## src/rtl/core/lwcp_dly.sv

```systemverilog
// ----------------------------------------------------------------------------
// lwcp_dly
// Circular delay store of past rows and weights, one write and one read port.
// ----------------------------------------------------------------------------
module lwcp_dly #(
  parameter int DEPTH = 31,
  parameter int AW    = 5,
  parameter int DW    = 144
) (
  input  logic          clk,
  input  logic          we,
  input  logic [AW-1:0] waddr,
  input  logic [DW-1:0] wdata,
  input  logic          re,
  input  logic [AW-1:0] raddr,
  output logic [DW-1:0] rdata
);

  logic [DW-1:0] mem [DEPTH];
  logic [DW-1:0] rdata_r;

  always_ff @(posedge clk) begin
    if (we) begin
      mem[waddr] <= wdata;
    end
    if (re) begin
      rdata_r <= mem[raddr];
    end
  end

  assign rdata = rdata_r;

endmodule

```

## config.mk

```make
export PLATFORM = sky130hd
export DESIGN_NAME = lwcp_dly
export DESIGN_NICKNAME = d
export VERILOG_FILES = /design/src/rtl/core/lwcp_dly.sv
export SDC_FILE = /design/constraint.sdc
export NUM_CORES = 2
export LEC_CHECK = 0
export BUFFER_PORTS_ARGS = -buffer_cell sky130_fd_sc_hd__buf_2
export CAP_MARGIN = 20
export CORE_ASPECT_RATIO = 1.5
export CORE_MARGIN = 10
export CORE_UTILIZATION = 30
export CTS_CLUSTER_DIAMETER = 60
export DETAILED_ROUTE_END_ITERATION = 10
export PLACE_DENSITY_LB_ADDON = 0.12
export SLEW_MARGIN = 10
export SYNTH_ARGS = -nofsm -noshare
export SYNTH_HDL_FRONTEND = slang
export SYNTH_MEMORY_MAX_BITS = 65536
export SYNTH_SLANG_ARGS = --single-unit
```

## constraint.sdc

```tcl
create_clock -name clk -period 7.9 [get_ports clk]
set_clock_uncertainty 0.2 [all_clocks]
set_input_delay 0.395 -clock clk [delete_from_list [all_inputs] [get_ports clk]]
set_output_delay 0.395 -clock clk [all_outputs]
set_load 0.02 [all_outputs]
```

== Word-level counts from Yosys, hierarchy flattened ==
Memories as Yosys holds them, arrays and structs flattened. A register that Yosys moved wholly into a read port is not among the register bits.
Index checks and enable logic that the tools add are counted.

* Divide/modulo/power cells: 0
* $mul: 0
* $lt $le $gt $ge: 0
* Add/sub/neg operators: 0
* Reduce and logical (&&, ||, !) cells: 0
* Eq/ne operators: 0
* Shifts and indexed selects: 0
* Bitwise logic cells: 0
* Muxes and demuxes: 2

{| class="wikitable"
|+ Operator list
! cell !! count
|-
| 1-bit 2-to-1 mux || 2
|}

* Memory bits (writable): 4464
* Bits in read-only memories: 0
* Bits in latches: 0
* Register bits: 0
* Memories kept: 1
* Word-level logic and storage cells: 3
* Input bits: 157
* Output and inout bits: 144

{| class="wikitable"
|+ Memory list
! memory !! depth !! bits a word !! rd ports !! clocked after Yosys merged registers in !! wr ports !! RTL line !! source
|-
| mem || 31 || 144 || 1 || 1 || 1 || 19 || <nowiki>logic [DW-1:0] mem [DEPTH];</nowiki>
|}

== Logic depth before layout (Yosys ltp) ==
* Word-level depth: 2
* Depth in mapped cells: 9
* Depth with buffers taken out: 4

== Least setup slack after synthesis ==
No wires, ideal clock.

* Kind: input port to flip-flop
* From: in waddr[1]
* To: mem mem[12][0], enable pin
* Cell stages on the path: 3
* Data required time: 7.050 ns
* Data arrival time: 7.038 ns
* Setup slack: 0.013 ns
* Buffers on the path: 1
* Cell sequence: or3b_2 clkbuf_1 nor2_1

{| class="wikitable"
|+ RTL lines
! item !! RTL line !! source
|-
| start, declared || 12 || <nowiki>input logic [AW-1:0] waddr,</nowiki>
|-
| end, declared || 19 ||
|}

Straight into the memory's write port.

==> impl_metrics.env <==
export IMPL_status="finished clean"
export IMPL_final_cell_area_um2=204000
export IMPL_rsz0062_at_grt="no"
export IMPL_max_clock_freq_mhz=238
export IMPL_synth_xor_area_share_pct=0
export IMPL_vdd_ir_drop_worst_uv=203
export IMPL_setup_violations=0
export IMPL_synth_area_per_cell_um2=19.7
export IMPL_cts_resized=0
export IMPL_numCtsBuffers=451
export IMPL_antenna_found_initial=103
export IMPL_total_power_mw=51.3
export IMPL_power_leakage_nw=67.8
export IMPL_overflow=0
export IMPL_worst_slew_pin_slew_ns=1.09
export IMPL_synth_nets=9098
export IMPL_arrival_ns=4.72
export IMPL_max_cap_violations=0
export IMPL_crit_path_end_kind="flop"
export IMPL_grt_max_degree=123
export IMPL_yosys_area_share_simple_pct=2.04
export IMPL_dr_pass1_iters=6
export IMPL_p_per_area_nw_per_um2=252
export IMPL_met3_wirelength_mm=24.8
export IMPL_relSlewSlack_pct=27.2
export IMPL_synthTopCellsByArea="edfxtp_1 (78%), mux2i_1 (11%), mux4_2 (1.8%)"
export IMPL_dieArea_um2=620000
export IMPL_ys_types=34
export IMPL_yosysTopAreaCell="edfxtp_1"
export IMPL_synthMuxAreaShare_pct=12.5
export IMPL_synth_top_family_by_area="multiplexers"
export IMPL_drt_iter0_drc=7720
export IMPL_wl_met1_mm=247
export IMPL_gp_congestion=0.709
export IMPL_whs_path_depth=3
export IMPL_viasPerCell=5.08
export IMPL_die_x_um=646
export IMPL_path_clk_slew_ns=0.06
export IMPL_yosys_warnings=0
export IMPL_post_dp_cell_area_um2=188000
export IMPL_rows=344
export IMPL_portBuffers=300
export IMPL_initial_core_util_pct=30.1
export IMPL_routedWlPerCell_um=32.7
export IMPL_tns_ns=0
export IMPL_antenna_left=0
export IMPL_netlist_area_um2=176000
export IMPL_fin_crit_sh_pct=53.2
export IMPL_drc_errors=0
export IMPL_cts_tree="built"
export IMPL_clk_latency_ns=1.03
export IMPL_clock_sinks=4608
export IMPL_grt_pass1_vias=93100
export IMPL_r2r_cells=4
export IMPL_start_kind="input port"
export IMPL_synth_fa_ha_area_share_pct=0
export IMPL_routed_top_layer="met5"
export IMPL_path_max_fanout=53
export IMPL_root_buffer="clkbuf_16"
export IMPL_nets=9707
export IMPL_coreArea_um2=585000
export IMPL_route_met2_wl_mm=297
export IMPL_yosysSeqAreaShare_pct=78.4
export IMPL_critPathRequiredTime_ns=8.42
export IMPL_synth_seq_cells=4608
export IMPL_grtUsageTotal_pct=18.1
export IMPL_slew_violations=0
export IMPL_report_final_hold_viol_count=0
export IMPL_dieHeight_um=959
export IMPL_place_hpwl_mm=290
export IMPL_crit_type="input port to flop"
export IMPL_ios=301
export IMPL_synth_compound_area_share_pct=5.62
export IMPL_hold_path_class="input port to flop"
export IMPL_area_growth_pct=15.6
export IMPL_cts_max_path_buffers=4
export IMPL_min_period_ns=4.20
export IMPL_wl_mm=581
export IMPL_layout_drive_gt1_share_pct=16.0
export IMPL_dr_total_vias=90100
export IMPL_grt_pass1_wl_mm=788
export IMPL_synth_top_cell_area_share_pct=78.4
export IMPL_htree_levels=5
export IMPL_synth_cells=8941
[power by group]
part / internal (mW) / switching, mW / total (mW)
combinational: 0.844 / 1.73 / 2.58
sequential: 27.3 / 0.186 / 27.5
clock: 11.9 / 9.39 / 21.2
total: 40.0 / 11.3 / 51.3
[through the flow]
step	hold WS (ns)	instances	setup WS (ns)	utilization, %
finish	0.136	17700	3.70	34.8
global route	0.115	17700	3.69	34.8
CTS	0.0172	17700	3.75	34.8
detailed placement	0.618	16700	3.11	32.1
global placement	0.615	16700	3.07	32.1
floorplan	0.294	8941	0.0125	-
[logic make-up after synthesis]
| family | count (synthesis) |
|---|---|
| flip-flops | 4608 |
| AND/OR/NAND/NOR | 493 |
| multiplexers | 2016 |
| AO/OA/AOI/OAI | 1296 |
| buffers and inverters | 528 |
[final cells by class]
| type | instances | area [um^2] |
|---|---|---|
| clock inverters | 286 | 2410 |
| well taps | 7785 | 9740 |
| multi-input cells | 3805 | 35800 |
| fillers | 55000 | 381000 |
| repair buffers | 684 | 5660 |
| diodes | 13 | 32.5 |
| clock buffers | 548 | 11900 |
| flip-flops and latches | 4608 | 138000 |
[final timing paths]
path / from / to / slack [ns]
worst max-delay path: raddr[1] / rdata[98] / 3.70
worst min-delay path: we / mem[0][8] / 0.14
worst max register to register: mem[4][64] / rdata[64] / 5.67
worst min register to register: mem[15][119] / rdata[119] / 0.63
[timing repair]
action,4_1_cts,5_1_grt
hold endpoints to repair,4567,0
hold buffers,154,0
buffers inserted,0,0
[registers in the layout (all words and copies together) (netlist names)]
register,count
mem,4464
rdata,144
[metal layers]
layer  vias up  global-route usage [%]
li1      38000                       -
met1     49200                    23.8
met2      2237                    32.1
met3       655                    2.23
met4        24                    3.32
met5         -                       0
[cell usage after synthesis (all sizes together)]
library cell	count
nand3b	5
a22oi	288
mux4	144
nand2	148
nand2b	2
or3b	2
or3	1
nor4bb	1
nor4	1
mux2i	1872
or2	144
and2	1
o211ai	144
a221o	144
a221oi	144
buf	309
nor2	35
nor3	1
a22o	288
clkbuf	219
nor3b	1
a21oi	288
nor4b	146
nand3	2
nor2b	3
edfxtp	4608
[worst max-delay path: stages]
cell           delay [ns]
dlygate4sd3_1        0.62
buf_8                0.47
buf_4                0.66
nand2_1              0.22
nor2_4               0.83
buf_4                0.57
buf_4                0.53
a221o_1              0.25
nor4b_2              0.05
[cell usage in the layout (no fill, tap or decap), types with 2 or more instances in the layout]
cell type      Yosys  routed
buf_2            217     296
nand3b_1           5       5
or2_1              2       2
a21oi_1          288     288
diode_2            0      13
mux2i_1         1872    1872
or3b_2             2       2
clkinv_8           0       4
clkinv_1           0     122
clkinv_16          0       3
bufinv_16          0      37
nand2_1          148     147
nor4b_2           90      97
a221oi_1         144     144
nand3_1            2       2
clkbuf_1         218      86
o211ai_1         144     144
inv_6              0      12
or2_2            142     142
nor2_1            34       2
a22oi_1          288     288
mux4_2           144     144
clkinvlp_4         0       7
buf_8              0       3
nor2_4             0      33
a221o_1          144     144
nor4b_1           56      49
clkinv_2           0      97
clkinv_4           0       3
buf_4             67     163
dlygate4sd3_1      0     154
buf_12             0      67
nor2b_4            0       3
edfxtp_1        4608    4608
a22o_1           288     288
clkbuf_16          0     462
Note: power is estimated with default switching activity, not from simulation.
