File: src/rtl/core/lwcp_pkg.sv
// ----------------------------------------------------------------------------
// lwcp_pkg
// Shared types and fixed widths of the lagged weighted cross-product core.
// ----------------------------------------------------------------------------
package lwcp_pkg;

  localparam int SMP_W  = 16;  // sample and weight port width
  localparam int PROD_W = 32;  // row term a[i] * wd
  localparam int MAC_W  = 48;  // a[i] * wd * b[j]
  localparam int ACC_W  = 64;
  localparam int DEN_W  = 63;
  localparam int IDX_W  = 3;

  // register indexes of the configuration port
  localparam logic [0:0] REG_LAG  = 1'b0;
  localparam logic [0:0] REG_COLS = 1'b1;

  // row term travelling down the column cells
  typedef struct packed {
    logic                     vld;
    logic [IDX_W-1:0]         row;
    logic signed [PROD_W-1:0] p;
  } lwcp_tap_t;

  typedef enum logic [2:0] {
    ST_IDLE,
    ST_READ,
    ST_MAC,
    ST_LOAD,
    ST_DIV,
    ST_OUT
  } state_t;

endpackage

File: src/rtl/core/lwcp_cell.sv
// ----------------------------------------------------------------------------
// lwcp_cell
// One column cell: holds b[j] and the eight accumulators of its column,
// multiplies each passing row term and hands it on to the next cell.
// ----------------------------------------------------------------------------
module lwcp_cell (
  input  logic                           clk,
  input  logic                           rst_n,
  input  logic                           ld_b,
  input  logic signed [lwcp_pkg::SMP_W-1:0] b_in,
  input  logic                           clr,
  input  lwcp_pkg::lwcp_tap_t            tap_i,
  output lwcp_pkg::lwcp_tap_t            tap_o,
  input  logic [lwcp_pkg::IDX_W-1:0]     rd_row,
  output logic [lwcp_pkg::ACC_W-1:0]     rd_acc
);
  import lwcp_pkg::*;

  logic signed [SMP_W-1:0] b_r;
  lwcp_tap_t               tap_r;
  logic signed [MAC_W-1:0] prod_r;
  logic                    pv_r;
  logic [IDX_W-1:0]        prow_r;
  logic signed [ACC_W-1:0] acc_r [8];

  logic signed [ACC_W-1:0] prod_ext;
  logic signed [ACC_W-1:0] sum;
  logic signed [ACC_W-1:0] acc_cur;
  logic                    ovf;

  always_ff @(posedge clk) begin
    if (ld_b) begin
      b_r <= b_in;
    end
    prod_r    <= MAC_W'($signed(tap_i.p) * b_r);
    prow_r    <= tap_i.row;
    tap_r.row <= tap_i.row;
    tap_r.p   <= tap_i.p;
    if (!rst_n) begin
      tap_r.vld <= 1'b0;
      pv_r      <= 1'b0;
    end else begin
      tap_r.vld <= tap_i.vld;
      pv_r      <= tap_i.vld;
    end
  end

  assign acc_cur  = acc_r[prow_r];
  assign prod_ext = ACC_W'(prod_r);
  assign sum      = acc_cur + prod_ext;
  assign ovf      = (acc_cur[ACC_W-1] == prod_ext[ACC_W-1]) &&
                    (sum[ACC_W-1] != acc_cur[ACC_W-1]);

  always_ff @(posedge clk) begin
    if (!rst_n || clr) begin
      for (int i = 0; i < 8; i++) begin
        acc_r[i] <= '0;
      end
    end else if (pv_r) begin
      if (ovf) begin
        acc_r[prow_r] <= prod_ext[ACC_W-1] ? {1'b1, {(ACC_W-1){1'b0}}}
                                           : {1'b0, {(ACC_W-1){1'b1}}};
      end else begin
        acc_r[prow_r] <= sum;
      end
    end
  end

  assign tap_o  = tap_r;
  assign rd_acc = acc_r[rd_row];

endmodule

File: config.mk
export PLATFORM = sky130hd
export DESIGN_NAME = lwcp_cell
export DESIGN_NICKNAME = d
export VERILOG_FILES = /design/src/rtl/core/lwcp_pkg.sv /design/src/rtl/core/lwcp_cell.sv
export SDC_FILE = /design/constraint.sdc
export NUM_CORES = 2
export LEC_CHECK = 0
export BUFFER_PORTS_ARGS = -buffer_cell sky130_fd_sc_hd__buf_4
export CORE_UTILIZATION = 40
export DETAILED_ROUTE_END_ITERATION = 8
export GPL_TIMING_DRIVEN = 0
export HOLD_SLACK_MARGIN = 0.15
export PLACE_DENSITY = 0.56
export SYNTH_ARGS = -nofsm -noshare
export SYNTH_HDL_FRONTEND = slang
export SYNTH_SLANG_ARGS = --single-unit
File: constraint.sdc
create_clock -name clk -period 9.3 [get_ports clk]
set_input_delay 1.86 -clock clk [delete_from_list [all_inputs] [get_ports clk]]
set_output_delay 1.86 -clock clk [all_outputs]
set_load 0.01 [all_outputs]
Yosys cells after proc, flatten, opt, wreduce, memory -nomap -nowiden
Memory sizes are Yosys's and may differ from the RTL's. A register that Yosys moved wholly into a read port is not among the register bits.
Index checks and enable logic that the tools add are counted.
- register bits: 100
- latch bits: 0
- bits in writable memories: 512
- memory bits (read-only): 0
- bits of input ports: 59
- logic and storage cells: 30
- memories: 1
- memory list (name ; words ; bits a word ; rd ports ; clocked after Yosys merged registers in ; wr ports ; line ; RTL):
    acc_r ; 8 ; 64 ; 2 ; 1 ; 8 ; lwcp_cell.sv:24 ; logic signed [ACC_W-1:0] acc_r [8];
- add/sub/neg operators: 1
- multiply operators: 1
- div/mod/pow operators: 0
- $lt $le $gt $ge: 0
- eq/ne operators: 2
- shift-type cells: 0
- muxes and demuxes: 15
- bitwise logic cells: 1
- reductions and logical operators: 4
- operator list (operator ; count):
    $mux W64 ; 3
    $add A64 B48 Y64 ; 1
    $reduce_or A64 Y1 ; 1
    $mul A32 B16 Y48 ; 1
    $mux W1 ; 11
    $mux W3 ; 1
    $eq A1 B1 Y1 ; 1
    $logic_and A1 B1 Y1 ; 1
    $logic_not A1 Y1 ; 1
    $logic_or A1 B1 Y1 ; 1
    $ne A1 B1 Y1 ; 1
    $or A1 B1 Y1 ; 1

Logic depth before layout (Yosys ltp)
- depth in word-level cells: 10
- mapped depth: 26
- mapped depth without buffers: 24

Least setup slack after synthesis
OpenSTA, ideal clock, no wires.
- kind: input to register
- start: in tap_i[12] (netlist name)
- end: reg prod_r[45]
- library setup time: 119 ps
- arrival: 7492 ps
- path slack: 1689 ps
- cell stages on the path: 22
- cells stage by stage: clkbuf_1 nand2_1 fa_1 fa_1 fa_1 inv_1 fa_1 fa_1 inv_1 fa_1 inv_1 ha_1 nand2_1 nor4_1 a21oi_1 o31ai_1 o21ai_0 o21a_1 o211ai_1 a21o_1 a21oi_1 xnor2_1
- cells in the longest elaborated chain, start to end: 1
- RTL lines (element ; line ; RTL):
    from (decl) ; lwcp_cell.sv:12 ; input lwcp_pkg::lwcp_tap_t tap_i,
    $mul A32 B16 Y48 ; lwcp_cell.sv:35 ; prod_r <= MAC_W'($signed(tap_i.p) * b_r);
    to (signal assigned) ; lwcp_cell.sv:35 ;
    to (decl) ; lwcp_cell.sv:21 ; logic signed [MAC_W-1:0] prod_r;
No other way between the ends.
A chain may end at the register's enable or synchronous reset.

Final worst setup path
Same ends and word-level chain as after synthesis.

==> flow_summary.json <==
{
  "outcome": "finished with violations",
  "violations": "DRC, capacitance limit, slew limit",
  "drtPass1Iterations": 8,
  "htreeDepth": 3,
  "cts_hold_buffers": 0,
  "multiInputGateArea_sq_um": 28100,
  "postSynthAreaPerCell_sq_um": 10.7,
  "cpPeakStageDelay_ps": 560,
  "drc": 1,
  "clockBufferDepth": 3,
  "post_cts_buffers": 0,
  "place_hpwl_um": 124000,
  "worst-path-buf-inv": 5,
  "cts_resized": 0,
  "regArea_sq_um": 17500,
  "crit_slowest_cell": "fa_1",
  "vias": 37278,
  "slew_viol_final": 66,
  "path_max_fanout": 10,
  "cts_root_buf": "clkbuf_16",
  "nets": 5524,
  "synth_commonest_cells": "nor2_1, inv_1, edfxtp_1",
  "period_needed_ps": 8540,
  "num_io_pins": 159,
  "postSynthCellCount": 4560,
  "grt_pass1_vias": 37259,
  "crit_required_ps": 9880,
  "insertion_delay_ps": 690,
  "clock_sinks": 612,
  "synth_area_leaders": "edfxtp_1, fa_1, mux4_2",
  "period_share_pct": 91.8,
  "die_area_sq_um": 124000,
  "crit_family": "adder cells",
  "max-slew-margin-rel_pct": -4.65,
  "yosysWarnings": 0,
  "gp_congestion": 0.932,
  "wirelength_um": 174000,
  "worstMarginPinSlew_ps": 1570,
  "worst_path_most_repeated_cell": "fa_1",
  "die_x_um": 351,
  "viasPerCell": 5.76,
  "synth-seq-area-share_pct": 35.9,
  "yosysUniqueCellTypes": 79,
  "wl_per_cell_um": 26.9,
  "r2r_start": "b_r[3]",
  "grt_pass1_wl_um": 251000,
  "final_hold_viol_count": 0,
  "start_util_pct": 40.6,
  "synth_most_common_cell": "nor2_1",
  "tns_ps": 0,
  "grt_overflow": 0,
  "grt_max_degree": 47,
  "grt_setup_unrepaired": "false",
  "max_cap_violations": 7,
  "antenna_cells": 0,
  "cts_buffers": 75,
  "syn_to_final_growth_pct": 12.3,
  "setup_viol": 0,
  "drtIter0Drc": 4127,
  "crit_start": "tap_i[12]",
  "cp-end-kind": "flip-flop",
  "synth_edf_count": 528,
  "clk_pin_slew_worst_paths_ps": 60,
  "numPortBuffers": 155,
  "synth_nets": 5283,
  "synth_area_leader_cell": "edfxtp_1",
  "antenna_found_initial": 1,
  "synth_top_area_share_pct": 32.5,
  "synthesis.area_sq_um": 48900,
  "hp-class": "flip-flop to flip-flop",
  "core_area_sq_um": 120000,
  "path_cells": "buf_4 -> clkbuf_1 -> nand2_1 -> fa_1 -> fa_1 -> fa_1 -> inv_1 -> fa_1 -> fa_1 -> inv_1 -> fa_1 -> inv_1 -> ha_1 -> nand2_1 -> nor4_1 -> a21oi_1 -> o31ai_1 -> o21ai_0 -> o21a_1 -> o211ai_1 -> a21o_1 -> a21oi_1 -> xnor2_1",
  "ys.flop_type": "edfxtp_1",
  "final_antenna_net_count": 0,
  "max_freq_mhz": 117,
  "synth_async_sr_flop_share_pct": 0,
  "groute.usage.overall_pct": 28.2,
  "row_count": 127,
  "cp-start-kind": "input pin",
  "nFillCells": 11485,
  "arrival_ps": 9120,
  "ys_ff_latch": 612,
  "critPathKind": "input pin to flip-flop",
  "cts_tree": "yes",
  "hp-start": "acc_r[0][0]",
  "die_h_um": 351,
  "skew_ps": 53.5,
  "drive_gt1_share_pct": 12.2
}
[cells in the final DEF (no fill, tap or decap), types with 12 or more instances in the layout]
cell type / count
nand2_1: 382
nand4_1: 89
nor2b_1: 16
clkbuf_1: 247
buf_1: 24
o21bai_1: 19
xnor2_1: 65
a21oi_1: 123
clkinv_1: 12
dfxtp_1: 84
inv_1: 584
nand2b_1: 19
xor2_1: 35
nor3_1: 13
nor2_2: 18
a22oi_1: 252
and2_1: 217
mux2_2: 65
o211ai_1: 14
ha_1: 177
edfxtp_1: 528
buf_4: 162
o21ai_0: 61
and3_1: 17
a21o_1: 63
a31oi_1: 16
a21oi_2: 41
nand3_1: 29
o21a_1: 16
nor2_1: 585
fa_1: 487
buf_2: 21
clkbuf_16: 76
mux4_2: 130
[routing by layer]
| layer | vias to the layer above | track usage, % | part of all wire [%] |
|---|---|---|---|
| met5 | - | 0 | 0.0040 |
| met4 | 2 | 10.7 | 4.2 |
| met3 | 374 | 6.05 | 11 |
| met2 | 2113 | 45.0 | 46 |
| met1 | 18829 | 37.6 | 39 |
| li1 | 15960 | - | - |
[worst min-delay path, stage by stage, from the launching register on]
cell      delay (ps)
edfxtp_1         350
a22oi_1           70
nand4_1          110
ha_1             150
a21oi_2          110
nor2_1           100
[flip-flops by register name (all words and copies together), names as in the netlist]
signal / cells
b_r: 16
tap_o: 32
acc_r: 512
prod_r: 48
pv_r: 1
prow_r: 3
[cells by family after synthesis]
family | Yosys count | synth area share (%)
flip-flops | 612 | 35.9
AO/OA/AOI/OAI | 683 | 10.1
AND/OR/NAND/NOR | 1432 | 13.3
multiplexers | 200 | 7.59
adder cells (fa/ha/maj) | 664 | 24.5
buffers and inverters | 869 | 6.81
XOR/XNOR | 100 | 1.79
[area by class of cell]
| cell class | count | area share (%) |
|---|---|---|
| plain buffers | 284 | 2.07 |
| clock buffers | 96 | 3.62 |
| clock inverters | 40 | 1.04 |
| inverters | 585 | 4.00 |
| multi-input cells | 3079 | 51.1 |
| flip-flops and latches | 612 | 32.0 |
| well taps | 1612 | 3.68 |
| repair buffers | 164 | 2.52 |
[stage by stage]
stage	cells	utilization, %	setup slack [ps]	instance area, sq um	hold slack [ps]
after global routing	6472	45.6	392	54900	1050
after floorplan	4560	-	1690	48900	700
after global placement	6327	43.2	119	52000	961
final	6472	45.6	759	54900	1010
after CTS	6471	45.6	777	54900	994
after detailed placement	6335	43.4	85.0	52300	982
[worst paths after layout]
kind | to | slack [ps] | cells after the start
worst max-delay path | prod_r[45] | 760 | 23
worst min-delay path | acc_r[7][0] | 1010 | 5
worst max register to register | prod_r[45] | 1270 | 22
worst min register to register | acc_r[7][0] | 1010 | 5
Power is not shown: default switching activity piles up to over one toggle a cycle in this logic, so the estimate is an artifact.
